$ cat src/rtl/core/psg_pkg.sv
// shared types and constants of the tone and noise sound generator
package psg_pkg;

    // attenuation steps in thousandths of the peak level, silent at the last step
    localparam int unsigned ATTEN_RATIO [16] = '{
        1000, 794, 631, 501, 398, 316, 251, 200,
        158, 126, 100, 79, 63, 50, 40, 0
    };
    localparam int unsigned RATIO_SCALE = 1000;

    localparam logic [1:0]  CH_NOISE          = 2'd3;
    localparam logic [1:0]  RATE_FROM_TONE2   = 2'd3;
    localparam logic [15:0] NOISE_SEED        = 16'h8000;
    localparam logic [9:0]  NOISE_BASE_RELOAD = 10'h010;
    localparam logic [3:0]  ATTEN_SILENT      = 4'hf;

    // what one counter reports to the top level on a tick
    typedef struct packed {
        logic toggle;  // counter expired and reloaded
        logic square;  // square output after this tick
    } t_chan_status;

endpackage

$ cat src/rtl/core/psg_tone_noise_generator_top.sv
// top level of the three-tone, one-noise sound generator
//
// usage
//   slave channel: one item per handshake, tuser[0] picks the kind
//     0 = register write, tdata[7:0] is the command or data byte
//     1 = generator tick, tdata ignored
//   master channel: one item per tick, tdata[14:0] is the summed level
//     of all four channels after that tick; writes return nothing
//   a tick passes from the input register to the output register; throughput:
//     one item per clock while not stalled, set by the single update stage
//     that steps the four counters and the noise shifter and sums the levels
//   writes and ticks go through the same input register, so their order
//     is kept exactly
//   stall: a level waiting on the master side holds; one more item sits in
//     the input register, then tready drops. writes still drain while the
//     output waits, since they produce nothing
//   reset (synchronous, active low): dividers and counters zero, all
//     attenuations silent, noise control and latch zero, shifter 0x8000,
//     both channels empty
module psg_tone_noise_generator_top #(
    parameter int unsigned PEAK_LEVEL = 4200
) (
    input  logic        i_clk,
    input  logic        i_rst_n,
    input  logic        s_axis_tvalid,
    output logic        s_axis_tready,
    input  logic [7:0]  s_axis_tdata,   // [7:0] data_byte
    input  logic [0:0]  s_axis_tuser,   // [0] mode
    output logic        m_axis_tvalid,
    input  logic        m_axis_tready,
    output logic [15:0] m_axis_tdata    // [14:0] level, [15] zero
);

    // level of each attenuation step, worked out at elaboration
    localparam logic [12:0] LEVEL_TABLE [16] = '{
        13'(PEAK_LEVEL * psg_pkg::ATTEN_RATIO[0]  / psg_pkg::RATIO_SCALE),
        13'(PEAK_LEVEL * psg_pkg::ATTEN_RATIO[1]  / psg_pkg::RATIO_SCALE),
        13'(PEAK_LEVEL * psg_pkg::ATTEN_RATIO[2]  / psg_pkg::RATIO_SCALE),
        13'(PEAK_LEVEL * psg_pkg::ATTEN_RATIO[3]  / psg_pkg::RATIO_SCALE),
        13'(PEAK_LEVEL * psg_pkg::ATTEN_RATIO[4]  / psg_pkg::RATIO_SCALE),
        13'(PEAK_LEVEL * psg_pkg::ATTEN_RATIO[5]  / psg_pkg::RATIO_SCALE),
        13'(PEAK_LEVEL * psg_pkg::ATTEN_RATIO[6]  / psg_pkg::RATIO_SCALE),
        13'(PEAK_LEVEL * psg_pkg::ATTEN_RATIO[7]  / psg_pkg::RATIO_SCALE),
        13'(PEAK_LEVEL * psg_pkg::ATTEN_RATIO[8]  / psg_pkg::RATIO_SCALE),
        13'(PEAK_LEVEL * psg_pkg::ATTEN_RATIO[9]  / psg_pkg::RATIO_SCALE),
        13'(PEAK_LEVEL * psg_pkg::ATTEN_RATIO[10] / psg_pkg::RATIO_SCALE),
        13'(PEAK_LEVEL * psg_pkg::ATTEN_RATIO[11] / psg_pkg::RATIO_SCALE),
        13'(PEAK_LEVEL * psg_pkg::ATTEN_RATIO[12] / psg_pkg::RATIO_SCALE),
        13'(PEAK_LEVEL * psg_pkg::ATTEN_RATIO[13] / psg_pkg::RATIO_SCALE),
        13'(PEAK_LEVEL * psg_pkg::ATTEN_RATIO[14] / psg_pkg::RATIO_SCALE),
        13'(PEAK_LEVEL * psg_pkg::ATTEN_RATIO[15] / psg_pkg::RATIO_SCALE)
    };

    // input register
    logic       r_in_valid;
    logic       r_in_mode;
    logic [7:0] r_in_byte;

    // output register
    logic        r_out_valid;
    logic [14:0] r_level;

    // generator state
    logic [9:0]  r_div   [3];
    logic [9:0]  n_div   [3];
    logic [3:0]  r_attn  [4];
    logic [3:0]  n_attn  [4];
    logic [2:0]  r_noise_ctl;
    logic [2:0]  n_noise_ctl;
    logic [2:0]  r_latch;
    logic [2:0]  n_latch;
    logic [15:0] r_shift;
    logic [15:0] n_shift;

    logic        w_advance;
    logic        w_step;
    logic        w_write;
    logic [1:0]  w_chan;
    logic [9:0]  w_reload [4];
    logic        w_feedback;
    logic [14:0] w_sum;

    psg_pkg::t_chan_status w_status [4];

    // the held item moves on unless it is a tick facing a full, stalled output
    assign w_advance     = r_in_valid && (!r_in_mode || !r_out_valid || m_axis_tready);
    assign w_step        = w_advance && r_in_mode;
    assign w_write       = w_advance && !r_in_mode;
    assign s_axis_tready = !r_in_valid || w_advance;

    always_ff @(posedge i_clk) begin
        if (!i_rst_n) begin
            r_in_valid <= 1'b0;
        end else if (s_axis_tready) begin
            r_in_valid <= s_axis_tvalid;
        end
    end

    always_ff @(posedge i_clk) begin
        if (s_axis_tready && s_axis_tvalid) begin
            r_in_mode <= s_axis_tuser[0];
            r_in_byte <= s_axis_tdata;
        end
    end

    // counter reloads, a zero divider counts as one
    always_comb begin
        for (int i = 0; i < 3; i++) begin
            w_reload[i] = (r_div[i] == '0) ? 10'd1 : r_div[i];
        end
        if (r_noise_ctl[1:0] == psg_pkg::RATE_FROM_TONE2) begin
            w_reload[3] = w_reload[2];
        end else begin
            w_reload[3] = psg_pkg::NOISE_BASE_RELOAD << r_noise_ctl[1:0];
        end
    end

    for (genvar g = 0; g < 4; g++) begin : g_chan
        psg_counter u_counter (
            .i_clk    (i_clk),
            .i_rst_n  (i_rst_n),
            .i_step   (w_step),
            .i_reload (w_reload[g]),
            .o_status (w_status[g])
        );
    end

    // white noise taps bits 0 and 3, periodic noise recirculates bit 0
    assign w_feedback = r_noise_ctl[2] ? (r_shift[0] ^ r_shift[3]) : r_shift[0];

    // register writes and noise shift
    always_comb begin
        n_div       = r_div;
        n_attn      = r_attn;
        n_noise_ctl = r_noise_ctl;
        n_shift     = r_shift;
        n_latch     = r_in_byte[7] ? r_in_byte[6:4] : r_latch;
        w_chan      = n_latch[2:1];
        if (w_write) begin
            if (n_latch[0]) begin
                n_attn[w_chan] = r_in_byte[3:0];
            end else if (w_chan != psg_pkg::CH_NOISE) begin
                if (r_in_byte[7]) begin
                    n_div[w_chan][3:0] = r_in_byte[3:0];
                end else begin
                    n_div[w_chan][9:4] = r_in_byte[5:0];
                end
            end else begin
                // noise control write restarts the shifter
                n_noise_ctl = r_in_byte[2:0];
                n_shift     = psg_pkg::NOISE_SEED;
            end
        end else if (w_step && w_status[3].toggle && w_status[3].square) begin
            // shift on the rising edge of the noise square
            n_shift = {w_feedback, r_shift[15:1]};
        end
    end

    // summed level after this tick
    always_comb begin
        w_sum = '0;
        for (int i = 0; i < 3; i++) begin
            if (w_status[i].square) begin
                w_sum = w_sum + {2'b00, LEVEL_TABLE[r_attn[i]]};
            end
        end
        if (n_shift[0]) begin
            w_sum = w_sum + {2'b00, LEVEL_TABLE[r_attn[3]]};
        end
    end

    always_ff @(posedge i_clk) begin
        if (!i_rst_n) begin
            for (int i = 0; i < 3; i++) begin
                r_div[i] <= '0;
            end
            for (int i = 0; i < 4; i++) begin
                r_attn[i] <= psg_pkg::ATTEN_SILENT;
            end
            r_noise_ctl <= '0;
            r_latch     <= '0;
            r_shift     <= psg_pkg::NOISE_SEED;
        end else begin
            r_div       <= n_div;
            r_attn      <= n_attn;
            r_noise_ctl <= n_noise_ctl;
            if (w_write) begin
                r_latch <= n_latch;
            end
            r_shift     <= n_shift;
        end
    end

    // result register
    always_ff @(posedge i_clk) begin
        if (!i_rst_n) begin
            r_out_valid <= 1'b0;
        end else if (w_step) begin
            r_out_valid <= 1'b1;
        end else if (m_axis_tready) begin
            r_out_valid <= 1'b0;
        end
    end

    always_ff @(posedge i_clk) begin
        if (w_step) begin
            r_level <= w_sum;
        end
    end

    assign m_axis_tvalid = r_out_valid;
    assign m_axis_tdata  = {1'b0, r_level};

endmodule

$ cat src/rtl/core/psg_counter.sv
// 10-bit down-counter with reload and square-wave output
module psg_counter (
    input  logic                   i_clk,
    input  logic                   i_rst_n,
    input  logic                   i_step,
    input  logic [9:0]             i_reload,
    output psg_pkg::t_chan_status  o_status
);

    logic [9:0] r_count;
    logic [9:0] n_count;
    logic       r_square;
    logic       w_toggle;

    // zero now, or zero after the decrement
    assign w_toggle = i_step && (r_count <= 10'd1);

    always_comb begin
        n_count = r_count;
        if (w_toggle) begin
            n_count = i_reload;
        end else if (i_step) begin
            n_count = r_count - 10'd1;
        end
    end

    always_ff @(posedge i_clk) begin
        if (!i_rst_n) begin
            r_count  <= '0;
            r_square <= 1'b0;
        end else begin
            r_count  <= n_count;
            r_square <= r_square ^ w_toggle;
        end
    end

    assign o_status.toggle = w_toggle;
    assign o_status.square = r_square ^ w_toggle;

endmodule

$ cat config.mk
export PLATFORM = sky130hd
export DESIGN_NAME = psg_tone_noise_generator_top
export DESIGN_NICKNAME = d
export VERILOG_FILES = /design/src/rtl/core/psg_pkg.sv /design/src/rtl/core/psg_tone_noise_generator_top.sv /design/src/rtl/core/psg_counter.sv
export SDC_FILE = /design/constraint.sdc
export NUM_CORES = 1
export LEC_CHECK = 0
export BUFFER_PORTS_ARGS = -buffer_cell sky130_fd_sc_hd__buf_4
export CORE_UTILIZATION = 50
export CTS_BUF_LIST = sky130_fd_sc_hd__clkbuf_8
export DETAILED_ROUTE_END_ITERATION = 6
export MAX_ROUTING_LAYER = met4
export PLACE_DENSITY = 0.65
export REMOVE_ABC_BUFFERS = 1
export SKIP_CTS_REPAIR_TIMING = 1
export SYNTH_ARGS = -nofsm -noshare
export SYNTH_HDL_FRONTEND = slang
export SYNTH_SLANG_ARGS = --single-unit
$ cat constraint.sdc
create_clock -name i_clk -period 8.7 [get_ports i_clk]
set_input_delay 1.74 -clock i_clk [delete_from_list [all_inputs] [get_ports i_clk]]
set_output_delay 1.74 -clock i_clk [all_outputs]
set_load 0.02 [all_outputs]
==> results.yml, run 1 <==
sta:
  hold_violations: 0
  period_share_pct: 86.3
  finClkSkew_ns: 0.0146
  slew_violations: 0
  relSlewSlack_pct: 32.5
  setup_viol: 0
  maxClockFrequency_mhz: 133
  period_needed_ns: 7.51
  rsz0062_at_grt: "false"
  setup_tns_ns: 0
  worstMarginPinSlew_ns: 1.01
synthesis:
  synth_edf_count: 24
  ys_warn_count: 0
  synth_ff_type: "dfxtp_1"
  yosys.area.top_type: "dfxtp_1"
  synth_top_cell_area_share_pct: 23.6
  ys_top_cells_by_area: "dfxtp_1 (24%), ha_1 (9.3%), edfxtp_1 (7.4%)"
  syn_area_mm2: 0.00967
  ys_seq_area_share_pct: 31.0
  synthArstFlopShare_pct: 0
  syn_avg_cell_area_um2: 8.21
  synthCells: 1178
  ys_types: 70
  yosys_register_bits: 138
flow_run:
  drv_cap: 0
pwr:
  p_comb_share_pct: 18.7
  power_mw: 1.55
  p_leak_nw: 4.60
  internal_power_mw: 1.08
  p_sw_uw: 471
  switching_share_pct: 30.4
  p_clk_share_pct: 36.0
  seqPwrFrac_pct: 45.3
  pwr_density_cell_mw_per_mm2: 148
  max-vdd-ir-drop_v: 0.000104
clock_network:
  clock-sinks: 138
  cts_max_level: 4
  clk_pin_slew_ns: 0.09
  clockBufferDepth: 2
  root_buffer: "clkbuf_8"
  cts_tree: "done"
  insertion_delay_ns: 0.45
  cts_buffers: 17
placement:
  dp_cells: 1415
  port_buffers: 29
  placed_area_mm2: 0.0100
  hpwl_um: 16400
  globalplace.congestion: 0.937
worst_setup_path:
  cp.depth: 24
  endpoint_kind: "register"
  slowest_stage: "nor4_1"
  cp_data_arrival_time_ns: 7.72
  required_ns: 8.91
  crit_chain: "buf_4, nand2b_1, nand4b_1, nor4_1, nor2_1, a211oi_1, ha_1, o21ai_0, o21ai_0, a31oi_1, xnor2_1, mux2_2, ha_1, and3_1, o211a_1, o31ai_1, a211oi_1, or3_1, ha_1, nand2_1, a31oi_1, o21ai_0, mux2i_1, a22o_1"
  crit_buf_inv: 1
  worst-r2r-setup-slack_ns: 1.89
  crit_fanout: 7
  critPathCapture: "r_level[14]$_DFFE_PP_"
  startpoint: "m_axis_tready"
  crit_path_start_kind: "input pin"
  crit_family: "compound AO/OA/AOI/OAI gates"
  max_stage_delay_ns: 0.71
  timing.rr.end: "r_level[14]$_DFFE_PP_"
  reg2reg_from: "g_chan[0].u_counter.r_count[2]$_SDFFE_PN0P_"
  worstRegToRegCells: 23
  path_class: "input pin to register"
die:
  die_w_um: 141
  ios: 31
  die-area_mm2: 0.0199
  initial_utilization_pct: 51.4
  fp-row-count: 50
  core_mm2: 0.0188
  die_h_um: 141
finish:
  diodes: 0
  layout_commonest_cell: "dfxtp_1"
  fin_cells: 1447
  drive_gt1_share_pct: 8.09
  final_cell_mix: "dfxtp_1 (114), nand2_1 (108), a21oi_1 (93)"
  fillers: 1751
  nNetsFinal: 1262
  synthToLayoutAreaGrowth_pct: 8.07
  design_area_mm2: 0.0105
routing:
  vias_per_cell: 5.72
  route.vias.total: 8276
  drt_pass1_iterations: 5
  postRouteAntennaNets: 0
  wl_um: 22900
  drt_iter0_markers: 680
  drcViolationCount: 0
  routedWlPerCell_um: 15.8
global_route:
  grt_pass1_vias: 7653
  grt_pass1_wl_um: 38200
  grt_max_degree: 115
  track_usage_pct: 24.7
  antenna_found_initial: 0
  gr-total-overflow: 0
min_path:
  hp-start: "r_shift[14]$_SDFFE_PN0P_"
  hold_path.class: "register to register"
run_status:
  status: "finished clean"
-- kinds of logic after synthesis --
logic type,synth area share [%]
and+or+nand+nor,20.1
AOI/OAI and AO/OA,23.4
DFF,31.0
buffers and inverters,4.26
adders and majority gates,9.93
muxes,8.28
xor gates and xnor gates,2.97
other,0.0388
-- cell usage after synthesis, types with 24 or more instances --
| library cell | instances |
|---|---|
| dfxtp_1 | 114 |
| nand2_1 | 108 |
| a21oi_1 | 93 |
| nor2_1 | 90 |
| o21ai_0 | 73 |
| ha_1 | 72 |
| mux2i_1 | 53 |
| clkbuf_1 | 49 |
| inv_1 | 46 |
| nor2b_1 | 39 |
| nand3_1 | 38 |
| nor3_1 | 35 |
| a21boi_0 | 33 |
| a21o_1 | 24 |
| edfxtp_1 | 24 |
-- power by group through the flow --
stage | combinational, mW | clock, mW | sequential (mW)
2_1_floorplan | 0.204 | 0 | 0.708
3_3_place_gp | 0.283 | 0 | 0.714
3_5_place_dp | 0.287 | 0 | 0.714
4_1_cts | 0.288 | 0.568 | 0.699
5_1_grt | 0.326 | 0.599 | 0.704
6_report | 0.289 | 0.557 | 0.700
-- worst register-to-register path, delay by kind of cell, from the launching register on --
| kind | cells | cell delay (ns) |
|---|---|---|
| multiplexers | 2 | 0.40 |
| adder cells (fa/ha/maj) | 3 | 1.01 |
| AND/OR/NAND/NOR | 7 | 2.37 |
| flip-flops | 1 | 0.35 |
| XOR/XNOR | 1 | 0.08 |
| AO/OA/AOI/OAI | 10 | 2.35 |
-- through the flow --
stage / setup WS [ns] / util (%) / hold slack (ns)
after floorplan: 1.67 / - / 0.441
after global placement: 0.997 / 53.3 / 0.451
after detailed placement: 0.794 / 53.3 / 0.459
after CTS: 1.25 / 55.5 / 0.469
after global routing: 0.657 / 55.5 / 0.500
final: 1.19 / 55.5 / 0.469
-- final cells by class --
type / count / area (µm²) / share of cell area [%]
Tap cell: 260 / 325 / 3.11
Timing Repair Buffer: 36 / 270 / 2.58
Clock buffer: 18 / 248 / 2.37
Inverter: 48 / 180 / 1.72
Sequential cell: 138 / 3000 / 28.7
Clock inverter: 14 / 169 / 1.62
Multi-Input combinational cell: 933 / 6260 / 59.9
-- sequential cells by signal, summed over array words and instances (netlist names), 3 cells and up --
register	count
g_chan.u_counter.r_count	40
r_div	30
r_attn	16
r_shift	16
r_level	15
r_in_byte	8
g_chan.u_counter.r_square	4
r_latch	3
r_noise_ctl	3
-- worst min-delay path by stage --
| stage | to | slack, ns | cells after the start |
|---|---|---|---|
| 2_1_floorplan | r_shift[10]$_SDFFE_PN0P_ | 0.44 | 2 |
| 3_3_place_gp | r_shift[5]$_SDFFE_PN0P_ | 0.45 | 2 |
| 3_5_place_dp | r_shift[7]$_SDFFE_PN0P_ | 0.46 | 2 |
| 4_1_cts | r_shift[13]$_SDFFE_PN0P_ | 0.47 | 2 |
| 5_1_grt | g_chan[1].u_counter.r_count[7]$_SDFFE_PN0P_ | 0.50 | 2 |
| 6_report | r_shift[13]$_SDFFE_PN0P_ | 0.47 | 2 |
-- layer usage --
| layer | vias up | wire length (µm) | GRT usage [%] |
|---|---|---|---|
| li1 | 4259 | - | - |
| met1 | 3835 | 11400 | 33.4 |
| met2 | 154 | 10300 | 38.6 |
| met3 | 28 | 862 | 3.50 |
| met4 | 0 | 293 | 6.52 |
| met5 | - | 0 | - |
Power figures use the tool's default switching activity.
==> run 2, diff against run 1 <==
CTS_BUF_LIST = unset   (was sky130_fd_sc_hd__clkbuf_8)
==> run 2 against run 1 <==
- combinational power hardly changed
- total power is 12% higher
- register-to-register slack worse by 0.05 ns
- via count is 0.42% higher
- sequential power hardly changed
- largest cell class unchanged
- first-iteration DRC count is 9.7% lower
- core utilization is 0.99 points higher
- final area is 1.8% higher
- largest power group is now the clock network
==> results.yml, run 2 (same netlist as run 1, synthesis figures left out) <==
worst_setup_path:
  reg2reg_from: "g_chan[0].u_counter.r_count[2]$_SDFFE_PN0P_"
  worstRegToRegCells: 23
  startpoint: "m_axis_tready"
  worst-r2r-setup-slack_ns: 1.84
  endpoint_kind: "register"
  timing.rr.end: "r_level[14]$_DFFE_PP_"
  crit_path_start_kind: "input pin"
  required_ns: 8.88
  critPathCapture: "r_level[14]$_DFFE_PP_"
  cp_data_arrival_time_ns: 7.76
  path_class: "input pin to register"
  crit_fanout: 7
routing:
  wl_um: 22900
  route.vias.total: 8311
  drcViolationCount: 0
  vias_per_cell: 5.74
  drt_pass1_iterations: 5
  postRouteAntennaNets: 0
  drt_iter0_markers: 614
  routedWlPerCell_um: 15.8
global_route:
  gr-total-overflow: 0
  grt_max_degree: 115
  grt_pass1_vias: 7688
  antenna_found_initial: 0
  track_usage_pct: 24.8
  grt_pass1_wl_um: 38300
sta:
  setup_viol: 0
  maxClockFrequency_mhz: 132
  rsz0062_at_grt: "false"
  period_needed_ns: 7.58
  worst_slack_ns: 1.12
  whs_ns: 0.467
  period_share_pct: 87.2
  slew_violations: 0
  setup_tns_ns: 0
  hold_violations: 0
  relSlewSlack_pct: 33.4
  finClkSkew_ns: 0.0140
  worstMarginPinSlew_ns: 0.998
flow_run:
  drv_cap: 0
finish:
  top_register: "g_chan.u_counter.r_count"
  diodes: 0
  largest_reg_flops: 40
  fin_cells: 1447
  largest_registers: "g_chan.u_counter.r_count (40), r_div (30)"
  final_cell_mix: "dfxtp_1 (114), nand2_1 (108), a21oi_1 (93)"
  synthToLayoutAreaGrowth_pct: 10.0
  fillers: 1720
  final_util_pct: 56.5
  layout_commonest_cell: "dfxtp_1"
  drive_gt1_share_pct: 8.09
  nNetsFinal: 1262
placement:
  globalplace.congestion: 0.937
  port_buffers: 29
  hpwl_um: 16400
  dp_slack_ns: 0.794
  dp_cells: 1415
clock_network:
  root_buffer: "clkbuf_16"
  cts_max_level: 4
  cts_buffers: 17
  insertion_delay_ns: 0.43
  clockBufferDepth: 2
  clock-sinks: 138
  clk_pin_slew_ns: 0.06
  cts_tree: "done"
min_path:
  hold_path.class: "register to register"
die:
  ios: 31
  fp-row-count: 50
  die-area_mm2: 0.0199
  initial_utilization_pct: 51.4
  core_mm2: 0.0188
  die_h_um: 141
  die_w_um: 141
pwr:
  pwr_density_cell_mw_per_mm2: 162
  p_leak_nw: 4.68
  max-vdd-ir-drop_v: 0.000141
run_status:
  status: "finished clean"
==> run 2: cell count changes in the layout (fill, tap and decap cells not counted), sizes merged <==
| cell | previous run | this run |
|---|---|---|
| inv | 50 | 49 |
| clkbuf | 18 | 20 |
| bufinv | 3 | 2 |
==> run 2: area by class of cell <==
class                   count  area, µm²  share of cell area (%)
multi-input cells         933       6260                    58.8
flip-flops and latches    138       3000                    28.2
clock buffers              20        468                    4.40
well taps                 260        325                    3.06
repair buffers             36        270                    2.54
inverters                  48        180                    1.69
clock inverters            12        135                    1.27
==> run 2: worst min path at each step <==
| stage | from | end | slack (ns) | cells after the start |
|---|---|---|---|---|
| after global routing | g_chan[1].u_counter.r_count[7]$_SDFFE_PN0P_ | g_chan[1].u_counter.r_count[7]$_SDFFE_PN0P_ | 0.50 | 2 |
| after global placement | r_shift[6]$_SDFFE_PN0P_ | r_shift[5]$_SDFFE_PN0P_ | 0.45 | 2 |
| final | r_shift[9]$_SDFFE_PN0P_ | r_shift[8]$_SDFFE_PN0P_ | 0.47 | 2 |
| after CTS | r_shift[8]$_SDFFE_PN0P_ | r_shift[7]$_SDFFE_PN0P_ | 0.47 | 2 |
| after detailed placement | r_shift[8]$_SDFFE_PN0P_ | r_shift[7]$_SDFFE_PN0P_ | 0.46 | 2 |
| after floorplan | r_shift[11]$_SDFFE_PN0P_ | r_shift[10]$_SDFFE_PN0P_ | 0.44 | 2 |
==> run 2: power breakdown <==
part | internal, mW | switching (mW) | total (mW)
Sequential | 0.673 | 0.0275 | 0.701
Clock | 0.449 | 0.291 | 0.740
Combinational | 0.110 | 0.178 | 0.288
==> run 2: through the flow <==
step | total power [mW] | cell area [µm²]
final | 1.73 | 10600
after global routing | 1.81 | 10600
after CTS | 1.74 | 10600
after detailed placement | 1.00 | 10000
after global placement | 0.997 | 10000
after floorplan | 0.912 | 9440
==> run 2: layer usage <==
metal / vias up / wire length [µm] / share of wire (%) / GRT usage (%)
li1: 4258 / - / - / -
met1: 3860 / 11200 / 49 / 33.4
met2: 166 / 10400 / 45 / 38.8
met3: 27 / 931 / 4.1 / 2.89
met4: 0 / 359 / 1.6 / 7.78
met5: - / 0 / 0 / -
==> run 2: critical path, cell delays in order <==
cell,delay (ns)
buf_4,0.08
nand2b_1,0.21
nand4b_1,0.27
nor4_1,0.71
nor2_1,0.15
a211oi_1,0.29
ha_1,0.33
o21ai_0,0.32
o21ai_0,0.23
a31oi_1,0.26
xnor2_1,0.09
mux2_2,0.28
ha_1,0.35
and3_1,0.20
o211a_1,0.13
o31ai_1,0.42
a211oi_1,0.16
or3_1,0.43
ha_1,0.33
nand2_1,0.07
a31oi_1,0.04
o21ai_0,0.31
mux2i_1,0.12
a22o_1,0.23
